### src/rtl/core/djc_pkg.sv
// shared constants, register codes and item types for the depth to jet color core
`default_nettype none

package djc_pkg;

   // field widths
   localparam int SCALE_FRAC_BITS = 16;
   localparam int RAW_W           = 16;
   localparam int SCALE_W         = 24;
   localparam int MM_W            = 16;
   localparam int COLOR_W         = 8;
   localparam int LEVEL_BITS      = 8;

   // datapath widths
   localparam int PROD_W  = RAW_W + SCALE_W;
   localparam int NUM_W   = PROD_W + LEVEL_BITS;
   localparam int LEVEL_W = NUM_W - SCALE_FRAC_BITS;

   // queue between front and back
   localparam int QUEUE_DEPTH = 8;
   localparam int QUEUE_AW    = 3;
   localparam int QUEUE_CW    = QUEUE_AW + 1;
   localparam int FRONT_STAGES = 3;
   localparam int BUSY_W      = 2;

   // configuration port
   localparam int CSR_INDEX_W = 2;
   localparam int CSR_DATA_W  = 24;

   localparam logic [CSR_INDEX_W-1:0] CSR_DEPTH_SCALE  = 2'd0;
   localparam logic [CSR_INDEX_W-1:0] CSR_DEPTH_MIN_MM = 2'd1;
   localparam logic [CSR_INDEX_W-1:0] CSR_DEPTH_MAX_MM = 2'd2;

   localparam logic [SCALE_W-1:0] DEPTH_SCALE_RESET  = 24'd65536;
   localparam logic [MM_W-1:0]    DEPTH_MIN_RESET    = 16'd0;
   localparam logic [MM_W-1:0]    DEPTH_MAX_RESET    = 16'd10000;
   localparam logic [MM_W-1:0]    FALLBACK_SPAN_MM   = 16'd1000;

   // settings the front part needs
   typedef struct packed {
      logic [SCALE_W-1:0] depth_scale;
      logic [MM_W-1:0]    depth_min_mm;
   } front_cfg_type;

   // classified request handed from front to back
   typedef struct packed {
      logic               invalid;
      logic               below;
      logic [LEVEL_W-1:0] level;
   } item_type;

endpackage

`default_nettype wire

### src/rtl/core/djc_front.sv
// front part: scales the raw depth, offsets it and classifies the request
`default_nettype none

module djc_front (
   input  wire logic                   clock,
   input  wire logic                   reset,
   input  wire logic                   accept,
   input  wire logic [djc_pkg::RAW_W-1:0] depth_raw,
   input  wire djc_pkg::front_cfg_type cfg,
   output logic                        push,
   output djc_pkg::item_type           push_item,
   output logic [djc_pkg::BUSY_W-1:0]  busy
);
   import djc_pkg::*;

   logic                  a_valid_ff;
   logic                  a_invalid_ff;
   logic [PROD_W-1:0]     a_prod_ff;
   logic                  b_valid_ff;
   logic                  b_invalid_ff;
   logic                  b_below_ff;
   logic [PROD_W-1:0]     b_diff_ff;
   logic                  c_valid_ff;
   item_type              c_item_ff;

   logic [PROD_W-1:0]     lo_fixed;
   logic [PROD_W-1:0]     a_prod_in;
   logic [PROD_W-1:0]     b_diff_in;
   logic                  b_below_in;
   logic [NUM_W-1:0]      num;
   item_type              c_item_in;

   // depth offset in the same fixed point as the product
   assign lo_fixed = {{(PROD_W-MM_W-SCALE_FRAC_BITS){1'b0}}, cfg.depth_min_mm,
                      {SCALE_FRAC_BITS{1'b0}}};

   // stage a: raw times scale
   assign a_prod_in = PROD_W'({{SCALE_W{1'b0}}, depth_raw} * {{RAW_W{1'b0}}, cfg.depth_scale});

   // stage b: offset by the minimum
   assign b_below_in = (a_prod_ff <= lo_fixed);
   assign b_diff_in  = a_prod_ff - lo_fixed;

   // stage c: times 255, drop the fraction
   always_comb begin
      num = {b_diff_ff, {LEVEL_BITS{1'b0}}} - {{LEVEL_BITS{1'b0}}, b_diff_ff};
      c_item_in.invalid = b_invalid_ff;
      c_item_in.below   = b_below_ff;
      c_item_in.level   = num[NUM_W-1:SCALE_FRAC_BITS];
   end

   // valid bits
   always_ff @(posedge clock) begin
      if (reset) begin
         a_valid_ff <= 1'b0;
         b_valid_ff <= 1'b0;
         c_valid_ff <= 1'b0;
      end else begin
         a_valid_ff <= accept;
         b_valid_ff <= a_valid_ff;
         c_valid_ff <= b_valid_ff;
      end
   end

   // payload registers
   always_ff @(posedge clock) begin
      a_prod_ff    <= a_prod_in;
      a_invalid_ff <= (depth_raw == '0);
      b_diff_ff    <= b_diff_in;
      b_below_ff   <= b_below_in;
      b_invalid_ff <= a_invalid_ff;
      c_item_ff    <= c_item_in;
   end

   assign push      = c_valid_ff;
   assign push_item = c_item_ff;
   assign busy      = BUSY_W'({1'b0, a_valid_ff} + {1'b0, b_valid_ff} + {1'b0, c_valid_ff});

endmodule

`default_nettype wire

### src/rtl/core/djc_queue.sv
// short request queue between the front and back parts
`default_nettype none

module djc_queue (
   input  wire logic                     clock,
   input  wire logic                     reset,
   input  wire logic                     push,
   input  wire djc_pkg::item_type        push_item,
   input  wire logic                     pop,
   output djc_pkg::item_type             head_item,
   output logic                          head_valid,
   output logic [djc_pkg::QUEUE_CW-1:0]  count
);
   import djc_pkg::*;

   item_type              mem [QUEUE_DEPTH];
   logic [QUEUE_AW-1:0]   wr_ptr_ff;
   logic [QUEUE_AW-1:0]   rd_ptr_ff;
   logic [QUEUE_CW-1:0]   count_ff;
   logic [QUEUE_CW-1:0]   count_in;

   // occupancy
   always_comb begin
      count_in = count_ff;
      if (push && !pop) begin
         count_in = count_ff + QUEUE_CW'(1);
      end else if (!push && pop) begin
         count_in = count_ff - QUEUE_CW'(1);
      end
   end

   // pointers and count
   always_ff @(posedge clock) begin
      if (reset) begin
         wr_ptr_ff <= '0;
         rd_ptr_ff <= '0;
         count_ff  <= '0;
      end else begin
         if (push) begin
            wr_ptr_ff <= wr_ptr_ff + QUEUE_AW'(1);
         end
         if (pop) begin
            rd_ptr_ff <= rd_ptr_ff + QUEUE_AW'(1);
         end
         count_ff <= count_in;
      end
   end

   // storage
   always_ff @(posedge clock) begin
      if (push) begin
         mem[wr_ptr_ff] <= push_item;
      end
   end

   assign head_item  = mem[rd_ptr_ff];
   assign head_valid = (count_ff != '0);
   assign count      = count_ff;

endmodule

`default_nettype wire

### src/rtl/core/djc_back.sv
// back part: pipelined level divider, jet color map and response register
`default_nettype none

module djc_back (
   input  wire logic                        clock,
   input  wire logic                        reset,
   input  wire logic [djc_pkg::MM_W-1:0]    span,
   input  wire logic                        head_valid,
   input  wire djc_pkg::item_type           head_item,
   output logic                             pop,
   output logic                             rsp_valid,
   input  wire logic                        rsp_stall,
   output logic [djc_pkg::COLOR_W-1:0]      rsp_red,
   output logic [djc_pkg::COLOR_W-1:0]      rsp_green,
   output logic [djc_pkg::COLOR_W-1:0]      rsp_blue
);
   import djc_pkg::*;

   localparam int STEPS = LEVEL_BITS;

   logic                  advance;

   logic                  stg_valid_ff   [STEPS+1];
   logic                  stg_invalid_ff [STEPS+1];
   logic                  stg_below_ff   [STEPS+1];
   logic                  stg_sat_ff     [STEPS+1];
   logic [LEVEL_W-1:0]    stg_rem_ff     [STEPS+1];
   logic [LEVEL_BITS-1:0] stg_quo_ff     [STEPS+1];

   logic [LEVEL_W-1:0]    stg_rem_in     [STEPS];
   logic [LEVEL_BITS-1:0] stg_quo_in     [STEPS];

   logic [LEVEL_W-1:0]    span_wide;
   logic                  sat_in;
   logic [LEVEL_BITS-1:0] level_v;

   logic                  rsp_valid_ff;
   logic [COLOR_W-1:0]    red_ff;
   logic [COLOR_W-1:0]    green_ff;
   logic [COLOR_W-1:0]    blue_ff;
   logic [COLOR_W-1:0]    red_in;
   logic [COLOR_W-1:0]    green_in;
   logic [COLOR_W-1:0]    blue_in;

   // whole pipeline moves unless the response is held
   assign advance = !rsp_valid_ff || !rsp_stall;
   assign pop     = advance && head_valid;

   // quotient would pass 255
   assign span_wide = LEVEL_W'(span);
   assign sat_in    = (head_item.level >= (span_wide << LEVEL_BITS));

   // entry stage from the queue
   always_ff @(posedge clock) begin
      if (reset) begin
         stg_valid_ff[0] <= 1'b0;
      end else if (advance) begin
         stg_valid_ff[0] <= head_valid;
      end
   end

   always_ff @(posedge clock) begin
      if (advance) begin
         stg_invalid_ff[0] <= head_item.invalid;
         stg_below_ff[0]   <= head_item.below;
         stg_sat_ff[0]     <= sat_in;
         stg_rem_ff[0]     <= head_item.level;
         stg_quo_ff[0]     <= '0;
      end
   end

   // one quotient bit per stage, most significant first
   for (genvar i = 0; i < STEPS; i++) begin : g_div
      localparam int BIT = STEPS - 1 - i;
      logic [LEVEL_W-1:0] trial;
      logic               fits;

      always_comb begin
         trial         = span_wide << BIT;
         fits          = (stg_rem_ff[i] >= trial);
         stg_rem_in[i] = fits ? (stg_rem_ff[i] - trial) : stg_rem_ff[i];
         stg_quo_in[i] = stg_quo_ff[i];
         stg_quo_in[i][BIT] = fits;
      end

      always_ff @(posedge clock) begin
         if (reset) begin
            stg_valid_ff[i+1] <= 1'b0;
         end else if (advance) begin
            stg_valid_ff[i+1] <= stg_valid_ff[i];
         end
      end

      always_ff @(posedge clock) begin
         if (advance) begin
            stg_invalid_ff[i+1] <= stg_invalid_ff[i];
            stg_below_ff[i+1]   <= stg_below_ff[i];
            stg_sat_ff[i+1]     <= stg_sat_ff[i];
            stg_rem_ff[i+1]     <= stg_rem_in[i];
            stg_quo_ff[i+1]     <= stg_quo_in[i];
         end
      end
   end

   // level after clamping
   always_comb begin
      if (stg_below_ff[STEPS]) begin
         level_v = '0;
      end else if (stg_sat_ff[STEPS]) begin
         level_v = '1;
      end else begin
         level_v = stg_quo_ff[STEPS];
      end
   end

   // five segment jet map
   always_comb begin
      logic [10:0] v4;
      logic [10:0] r;
      logic [10:0] g;
      logic [10:0] b;
      v4 = {1'b0, level_v, 2'b00};
      r  = '0;
      g  = '0;
      b  = '0;
      if (level_v <= 8'd31) begin
         b = 11'd127 + v4;
      end else if (level_v <= 8'd95) begin
         g = v4 - 11'd128;
         b = 11'd255;
      end else if (level_v <= 8'd159) begin
         r = v4 - 11'd383;
         g = 11'd255;
         b = 11'd637 - v4;
      end else if (level_v <= 8'd223) begin
         r = 11'd255;
         g = 11'd892 - v4;
      end else begin
         r = 11'd1147 - v4;
      end
      if (stg_invalid_ff[STEPS]) begin
         r = '0;
         g = '0;
         b = '0;
      end
      red_in   = r[COLOR_W-1:0];
      green_in = g[COLOR_W-1:0];
      blue_in  = b[COLOR_W-1:0];
   end

   // response register
   always_ff @(posedge clock) begin
      if (reset) begin
         rsp_valid_ff <= 1'b0;
      end else if (advance) begin
         rsp_valid_ff <= stg_valid_ff[STEPS];
      end
   end

   always_ff @(posedge clock) begin
      if (advance) begin
         red_ff   <= red_in;
         green_ff <= green_in;
         blue_ff  <= blue_in;
      end
   end

   assign rsp_valid = rsp_valid_ff;
   assign rsp_red   = red_ff;
   assign rsp_green = green_ff;
   assign rsp_blue  = blue_ff;

endmodule

`default_nettype wire

### src/rtl/core/depth_to_jet_color_core.sv
// top level of the depth to jet color core: settings, front, queue and back
`default_nettype none

// Maps one 16-bit raw depth request to a jet false-color pixel. A zero sample
// gives black; otherwise depth in mm is raw times depth_scale (Q8.16), offset by
// depth_min_mm and scaled so that the span up to depth_max_mm (1000 mm when not
// positive) covers levels 0..255. The core takes one request per clock while
// req_stall is low and returns one pixel per clock while rsp_stall is low. A
// request passes three front stages, one queue slot, the back entry stage,
// eight divider stages at one quotient bit a stage and the response register.
// Requests wait in an 8-entry queue, so the front keeps accepting while the
// response side stalls until queue and front hold eight. Settings must be
// written only while idle; the user must ensure this, the core does not.

module depth_to_jet_color_core (
   input  wire logic                               clock,
   input  wire logic                               reset,
   input  wire logic                               req_valid,
   output logic                                    req_stall,
   input  wire logic [djc_pkg::RAW_W-1:0]          req_depth_raw,
   output logic                                    rsp_valid,
   input  wire logic                               rsp_stall,
   output logic [djc_pkg::COLOR_W-1:0]             rsp_red,
   output logic [djc_pkg::COLOR_W-1:0]             rsp_green,
   output logic [djc_pkg::COLOR_W-1:0]             rsp_blue,
   input  wire logic                               csr_write_enable,
   input  wire logic [djc_pkg::CSR_INDEX_W-1:0]    csr_index,
   input  wire logic [djc_pkg::CSR_DATA_W-1:0]     csr_write_data
);
   import djc_pkg::*;

   logic [SCALE_W-1:0]  depth_scale_ff;
   logic [MM_W-1:0]     depth_min_ff;
   logic [MM_W-1:0]     depth_max_ff;
   logic [MM_W-1:0]     span_ff;
   logic [MM_W-1:0]     span_in;

   front_cfg_type       front_cfg;
   logic                accept;
   logic                push;
   item_type            push_item;
   logic [BUSY_W-1:0]   busy;
   logic                pop;
   item_type            head_item;
   logic                head_valid;
   logic [QUEUE_CW-1:0] count;
   logic [QUEUE_CW:0]   reserved;

   // settings registers
   always_ff @(posedge clock) begin
      if (reset) begin
         depth_scale_ff <= DEPTH_SCALE_RESET;
         depth_min_ff   <= DEPTH_MIN_RESET;
         depth_max_ff   <= DEPTH_MAX_RESET;
      end else if (csr_write_enable) begin
         unique case (csr_index)
            CSR_DEPTH_SCALE:  depth_scale_ff <= csr_write_data[SCALE_W-1:0];
            CSR_DEPTH_MIN_MM: depth_min_ff   <= csr_write_data[MM_W-1:0];
            CSR_DEPTH_MAX_MM: depth_max_ff   <= csr_write_data[MM_W-1:0];
            default: begin
            end
         endcase
      end
   end

   // span with fallback
   assign span_in = (depth_max_ff > depth_min_ff) ? (depth_max_ff - depth_min_ff)
                                                  : FALLBACK_SPAN_MM;

   always_ff @(posedge clock) begin
      span_ff <= span_in;
   end

   // stall once the queue could not absorb what the front holds
   assign reserved  = {1'b0, count} + (QUEUE_CW+1)'(busy);
   assign req_stall = (reserved >= (QUEUE_CW+1)'(QUEUE_DEPTH));
   assign accept    = req_valid && !req_stall;

   assign front_cfg.depth_scale  = depth_scale_ff;
   assign front_cfg.depth_min_mm = depth_min_ff;

   djc_front u_front (
      .clock     (clock),
      .reset     (reset),
      .accept    (accept),
      .depth_raw (req_depth_raw),
      .cfg       (front_cfg),
      .push      (push),
      .push_item (push_item),
      .busy      (busy)
   );

   djc_queue u_queue (
      .clock      (clock),
      .reset      (reset),
      .push       (push),
      .push_item  (push_item),
      .pop        (pop),
      .head_item  (head_item),
      .head_valid (head_valid),
      .count      (count)
   );

   djc_back u_back (
      .clock      (clock),
      .reset      (reset),
      .span       (span_ff),
      .head_valid (head_valid),
      .head_item  (head_item),
      .pop        (pop),
      .rsp_valid  (rsp_valid),
      .rsp_stall  (rsp_stall),
      .rsp_red    (rsp_red),
      .rsp_green  (rsp_green),
      .rsp_blue   (rsp_blue)
   );

endmodule

`default_nettype wire
### config.mk
export PLATFORM = sky130hd
export DESIGN_NAME = depth_to_jet_color_core
export DESIGN_NICKNAME = d
export VERILOG_FILES = /design/src/rtl/core/djc_pkg.sv /design/src/rtl/core/djc_front.sv /design/src/rtl/core/djc_queue.sv /design/src/rtl/core/djc_back.sv /design/src/rtl/core/depth_to_jet_color_core.sv
export SDC_FILE = /design/constraint.sdc
export NUM_CORES = 2
export LEC_CHECK = 0
export ABC_AREA = 1
export BUFFER_PORTS_ARGS = -buffer_cell sky130_fd_sc_hd__buf_2
export CORE_ASPECT_RATIO = 0.5
export CORE_MARGIN = 5
export CORE_UTILIZATION = 58
export CTS_BUF_LIST = sky130_fd_sc_hd__clkbuf_16
export CTS_CLUSTER_DIAMETER = 200
export CTS_CLUSTER_SIZE = 16
export DETAILED_ROUTE_END_ITERATION = 10
export PLACE_DENSITY_LB_ADDON = 0.12
export SLEW_MARGIN = 10
export SYNTH_ARGS = -nofsm -noshare
export SYNTH_HDL_FRONTEND = slang
export SYNTH_SLANG_ARGS = --single-unit
export TNS_END_PERCENT = 20
### constraint.sdc
create_clock -name clock -period 11.2 [get_ports clock]
set_input_delay 0.56 -clock clock [delete_from_list [all_inputs] [get_ports clock]]
set_output_delay 0.56 -clock clock [all_outputs]
set_load 0.03 [all_outputs]
Word level (Yosys, flattened, before mapping)
Memories as Yosys holds them, arrays and structs flattened. A register that Yosys moved wholly into a read port is not among the register bits.
Cells that the tools add are included.

storage, ports and cells
  bits in writable memories = 668
  logic and storage cells = 138
  memories = 7
  bits of input ports = 47
  output and inout port bits = 26
  register bits = 226

operators by class
  reductions and logical operators = 19
  equal/unequal tests = 2
  bitwise operators = 9
  $add $sub $neg = 24
  $mul = 1
  mux-type cells = 39
  $lt $le $gt $ge = 16

memories
  memory                 depth  width  rd ports  clocked after memory_dff  wr ports  line             text
  u_back.stg_rem_ff      9      32     8         0                         9         djc_back.sv:27   logic [LEVEL_W-1:0] stg_rem_ff [STEPS+1];
  u_queue.mem            8      34     1         1                         1         djc_queue.sv:16  item_type mem [QUEUE_DEPTH];
  u_back.stg_quo_ff      9      8      9         0                         9         djc_back.sv:28   logic [LEVEL_BITS-1:0] stg_quo_ff [STEPS+1];
  u_back.stg_below_ff    9      1      9         0                         9         djc_back.sv:25   logic stg_below_ff [STEPS+1];
  u_back.stg_invalid_ff  9      1      9         0                         9         djc_back.sv:24   logic stg_invalid_ff [STEPS+1];
  u_back.stg_sat_ff      9      1      9         0                         9         djc_back.sv:26   logic stg_sat_ff [STEPS+1];
  +1 memories            -      -      -         -                         -         -

operator list
  kind                                             count
  two-way mux 32 bit                               8
  two-way mux 8 bit                                10
  subtractor 48 x 40 -> 48 bit                     1
  <= comparator 40 x 32 -> 1 bit                   1
  multiplier 16 x 24 -> 40 bit                     1
  subtractor 40 x 32 -> 40 bit                     1
  >= comparator 32 x 16 -> 1 bit                   1
  >= comparator 32 x 17 -> 1 bit                   1
  >= comparator 32 x 18 -> 1 bit                   1
  >= comparator 32 x 19 -> 1 bit                   1
  >= comparator 32 x 20 -> 1 bit                   1
  >= comparator 32 x 21 -> 1 bit                   1
  >= comparator 32 x 22 -> 1 bit                   1
  >= comparator 32 x 23 -> 1 bit                   1
  >= comparator 32 x 24 -> 1 bit                   1
  subtractor 32 x 16 -> 32 bit                     1
  subtractor 32 x 17 -> 32 bit                     1
  subtractor 32 x 18 -> 32 bit                     1
  subtractor 32 x 19 -> 32 bit                     1
  subtractor 32 x 20 -> 32 bit                     1
  subtractor 32 x 21 -> 32 bit                     1
  subtractor 32 x 22 -> 32 bit                     1
  subtractor 32 x 23 -> 32 bit                     1
  subtractor 7 x 8 -> 8 bit, first input constant  3
  other kinds (31)                                 68

Depth between registers and ports, before layout
An unclocked memory read counts as a cell.

  depth after elaboration = 7
  depth in mapped cells = 29
  gate-level depth less buffers = 27

Hierarchy
From an unflattened synthesis, not the netlist that was laid out.

second synthesis, totals
  cell total of the unflattened synthesis = 7,915
  area total of the unflattened synthesis = 60,676.9 um2

modules (own cells, without submodules)
  module                   times used  area an instance (um2)  cells an instance  sequential area each (um2)
  djc_back                 1           25,179.1                3,404              10,560.1
  djc_front                1           20,522.2                3,027              2,402.3
  djc_queue                1           11,456.0                991                8,428.1
  depth_to_jet_color_core  1           3,519.6                 493                1,441.4

Least setup slack after synthesis
Ideal clock, no wire load.

  kind = in2reg
  start = input port rsp_stall
  end = register u_queue.count_ff[3] (netlist: u_queue.count[3])
  stages = 12
  path slack = 0.851 ns
  required time = 11.081 ns
  arrival = 10.230 ns
  setup time = 0.119 ns
  path buffers = 0
  cell sequence = nand2_1 > nand2_1 > ha_1 > inv_1 > ha_1 > a21o_1 > a21oi_1 > nor2_1 > nor2_1 > nand2_1 > o21ai_0 > a21oi_1

between the ends
  cells in the longest elaborated chain, start to end = 6
  elaborated cells on any way between the ends = 8
  classes of those cells = mux (1); reduce/logical (7)

ends and longest elaborated chain
  what                                                     line                           text
  start, declared                                          depth_to_jet_color_core.sv:22  input wire logic rsp_stall,
  logical NOT 1 bit (*)                                    djc_back.sv:46                 assign advance = !rsp_valid_ff || !rsp_stall;
  logical OR 1 bit (*)                                     djc_back.sv:46
  logical AND 1 bit (*)                                    djc_back.sv:47                 assign pop = advance && head_valid;
  logical NOT 1 bit                                        djc_queue.sv:25                if (push && !pop) begin
  logical AND 1 bit                                        djc_queue.sv:25
  two-way mux 4 bit or nonzero test 2 bit (tied branches)  -
  end signal, assigned                                     djc_queue.sv:45                count_ff <= count_in;
  end, declared                                            djc_queue.sv:19                logic [QUEUE_CW-1:0] count_ff;

Mark *: on every way between the ends. The rest lies on a longest branch, timed or not.
A chain may end at the register's enable or synchronous reset.

Worst setup path in the final report
  start = register depth_scale_ff[4]
  end = register u_front.a_prod_ff[27]

between the ends
  cells in the longest elaborated chain, start to end = 1

ends and longest elaborated chain
  what                          line                           text
  start, declared               depth_to_jet_color_core.sv:32  logic [SCALE_W-1:0] depth_scale_ff;
  start signal, assigned        depth_to_jet_color_core.sv:57  CSR_DEPTH_SCALE: depth_scale_ff <= csr_write_data[SCALE_W-1:0];
  multiplier 16 x 24 -> 40 bit  djc_front.sv:38                assign a_prod_in = PROD_W'({{SCALE_W{1'b0}}, depth_raw} * {{RAW_W{1'b0}}, cfg.depth_scale});
  net u_front.a_prod_in[27]     djc_front.sv:27                logic [PROD_W-1:0] a_prod_in;
  end signal, assigned          djc_front.sv:67                a_prod_ff <= a_prod_in;
  end, declared                 djc_front.sv:18                logic [PROD_W-1:0] a_prod_ff;

The timed path passes the listed nets, and every way through them passes these cells.

==> impl_metrics.py <==
metrics = {
    "status": {
        "status": "finished, final reports clean",
    },
    "critical_path": {
        "path_max_fanout": 17,
        "timing.rr.start": "depth_scale_ff[4]",
        "worstSetupStartpoint": "depth_scale_ff[4]",
        "start_kind": "flip-flop",
        "r2r-end": "u_front.a_prod_ff[27]",
        "worst_ep_required_time_ns": 11.73,
        "crit_end": "u_front.a_prod_ff[27]",
        "slowest_stage": "dfxtp_1",
        "r2r.worst_path.cells": 19,
        "critPathArrivalTime_ns": 6.71,
        "critPathKind": "flip-flop to flip-flop",
        "max_stage_delay_ns": 0.99,
        "critPathCaptureType": "flip-flop",
        "path_cells": "nand2_1 > fa_1 > inv_1 > fa_1 > fa_1 > fa_1 > fa_1 > inv_1 > fa_1 > inv_1 > ha_1 > nand2_1 > nor2_1 > nor3b_1 > nand2_1 > a21boi_0 > nor2_1 > nand2_1 > nand2_1",
        "cpMostUsedCell": "fa_1",
        "r2r_slack_ns": 5.01,
    },
    "global_route": {
        "grt_overflow": 0,
        "grt_antenna_before_repair": 2,
        "grt_pass1_wl_mm": 252,
        "grt_pass1_vias": 45600,
        "grt_start_max_net_pins": 155,
        "grt_usage_pct": 29.9,
    },
    "yosys": {
        "synth_seq_cells": 829,
        "synth.top_cells.by_count": "1894 x nand2_1, 1199 x inv_1, 742 x nor2_1",
        "ys.flop_type": "edfxtp_1",
        "syn_nets": 7813,
        "syn_avg_cell_area_um2": 8.16,
        "ys_types": 52,
        "syn_area_mm2": 0.0581,
        "synthTopCellsByArea": "edfxtp_1 32%, nand2_1 12%, fa_1 11%, inv_1 7.7%, dfxtp_1 7.1%",
        "yosys_warnings": 0,
        "seq_area_frac_synth_pct": 39.3,
        "synth-edff-count": 623,
        "yosysTopAreaCellShare_pct": 32.2,
        "yosys.area.top_type": "edfxtp_1",
        "synthArstFlopShare_pct": 0,
        "synth.most_common_cell": "nand2_1",
        "netlist_instances": 7119,
    },
    "timing": {
        "fin_skew_ns": 0.0446,
        "period_share_pct": 55.2,
        "worst_pin_slew_ns": 1.14,
        "final.min_clock_period_ns": 6.19,
        "max_freq_mhz": 162,
        "slew_viol_final": 0,
        "slew_headroom_pct": 24.2,
        "fin_setup_tns_ns": 0,
        "setup_viol": 0,
        "rsz0062_at_grt": "no",
        "worst_slack_ns": 5.01,
        "finalHoldViolCount": 0,
    },
    "floorplan": {
        "ios": 73,
        "core_mm2": 0.0997,
        "die-width_um": 458,
        "die_y_um": 234,
        "start_util_pct": 58.3,
        "fp-row-count": 82,
        "die-area_mm2": 0.107,
    },
    "clock_tree": {
        "cts-root-buf": "clkbuf_16",
        "cts_max_level": 2,
        "insertion_delay_ns": 0.67,
        "cts_made_buffers": 57,
        "post_cts_buffers": 0,
        "cts_resized": 0,
        "cts_sinks": 829,
        "cts.path.max_buffers": 3,
        "holdBufCountCts": 0,
        "cts_tree": "built",
        "path_clk_slew_ns": 0.09,
    },
    "layout": {
        "drive_above_1_share_pct": 4.04,
        "fillers": 8740,
        "syn_to_final_growth_pct": 5.13,
        "nNetsFinal": 7772,
    },
    "power_and_ir_drop": {
        "p_sw_mw": 7.75,
        "intPower_mw": 8.44,
        "switching_share_pct": 47.9,
        "seq_power_share_pct": 33.3,
        "clkPwrFrac_pct": 12.3,
        "power_density_mw_per_mm2": 265,
        "comb_power_share_pct": 54.4,
        "p_leak_nw": 28.9,
        "ir_drop_mv": 0.153,
    },
    "routing": {
        "drtIter0Drc": 4332,
        "wl_mm": 161,
        "viasPerCell": 5.53,
        "wire_per_inst_um": 19.1,
        "drtPass1Iterations": 6,
        "drtAntennaViolNets": 0,
        "drc": 0,
        "vias": 46900,
    },
    "placed_design": {
        "dp_hpwl_mm": 123,
        "port_buffers": 72,
        "place_ws_ns": 5.03,
        "gp_congestion": 0.955,
    },
    "job": {
        "drv_cap": 0,
    },
    "hold_path": {
        "holdCritPathClass": "input pin to flip-flop",
        "hp-start": "csr_write_data[20]",
    },
}
[logic make-up (layout without fill, tap and decap cells)]
group / Yosys count / after routing / share of synthesized area (%)
adders and majority gates: 647 / 647 / 18.0
and+or+nand+nor: 3208 / 3208 / 22.6
AOI/OAI and AO/OA: 879 / 879 / 8.32
xor gates and xnor gates: 151 / 151 / 2.28
DFF: 829 / 829 / 39.3
other: 0 / 1 / 0
buffers and inverters: 1405 / 1409 / 9.47
[power groups by stage]
stage	combinational, mW	sequential (mW)	clock, mW
2_1_floorplan	6.29	5.10	0
3_3_place_gp	8.58	5.42	0
3_5_place_dp	8.69	5.45	0
4_1_cts	8.75	5.38	2.03
5_1_grt	9.87	5.48	2.15
6_report	8.81	5.39	1.99
[area by class of cell]
type	count	area, um^2	area share (%)
repair buffers	95	546	0.893
clock buffers	57	1430	2.34
inverters	1210	4550	7.45
clock inverters	47	208	0.340
multi-input cells	4885	29800	48.8
flip-flops and latches	829	22800	37.4
diodes	1	2.50	0.00410
well taps	1344	1680	2.75
[worst min-delay path by stage]
stage | endpoint | slack, ns | cells past startpoint
5_1_grt | depth_scale_ff[21] | 0.12 | 3
3_5_place_dp | u_front.b_invalid_ff | 0.32 | 0
3_3_place_gp | u_front.b_invalid_ff | 0.31 | 0
6_report | depth_scale_ff[20] | 0.13 | 3
4_1_cts | depth_scale_ff[19] | 0.1 | 3
2_1_floorplan | u_front.b_invalid_ff | 0.31 | 0
[per-stage QoR]
stage	instance area (um^2)	hold slack (ns)	total power, mW	instances	util (%)
floorplan	58100	0.310	11.4	7119	-
global route	61100	0.121	17.5	8467	61.2
global placement	59400	0.314	14.0	8363	59.6
CTS	61100	0.0956	16.2	8467	61.2
detailed placement	59400	0.316	14.1	8363	59.6
finish	61100	0.134	16.2	8468	61.2
[sequential cells by signal, indices dropped and copies added (netlist names), 24 cells and up, named ones only]
name,cells
u_back.stg_rem_ff,256
u_front.b_diff_ff,40
u_queue.mem,272
u_front.push_item,34
u_front.a_prod_ff,40
u_back.stg_quo_ff,36
depth_scale_ff,24
[worst max-delay path, delay by kind of cell, from the launching register on]
family / cells / cell delay (ns)
compound gates: 1 / 0.29
fa+ha+maj: 7 / 3.53
buf+inv: 3 / 0.14
simple gates: 8 / 1.08
flops: 1 / 0.99
[layer usage]
| metal | part of all wire [%] | global-route usage, % | vias up |
|---|---|---|---|
| met1 | 43 | 40.3 | 22100 |
| met3 | 6.9 | 3.81 | 341 |
| met5 | 0 | 0 | - |
| li1 | - | - | 22600 |
| met4 | 3.4 | 9.19 | 0 |
| met2 | 47 | 51.0 | 1771 |
[cells in the final DEF, fill, tap and decap left out, types with 28 or more instances in the layout]
master        n
a21oi_1     333
buf_2        72
clkbuf_16    57
dfxtp_1     204
edfxtp_1    623
fa_1        318
ha_1        329
inv_1      1242
nand2_1    1893
nand3_1     295
nand3b_1     28
nand4_1      81
nor2_1      734
nor3_1       72
o21ai_0     342
o21ai_1      37
xnor2_1      71
xor2_1       80
(Power assumes the default switching activity.)
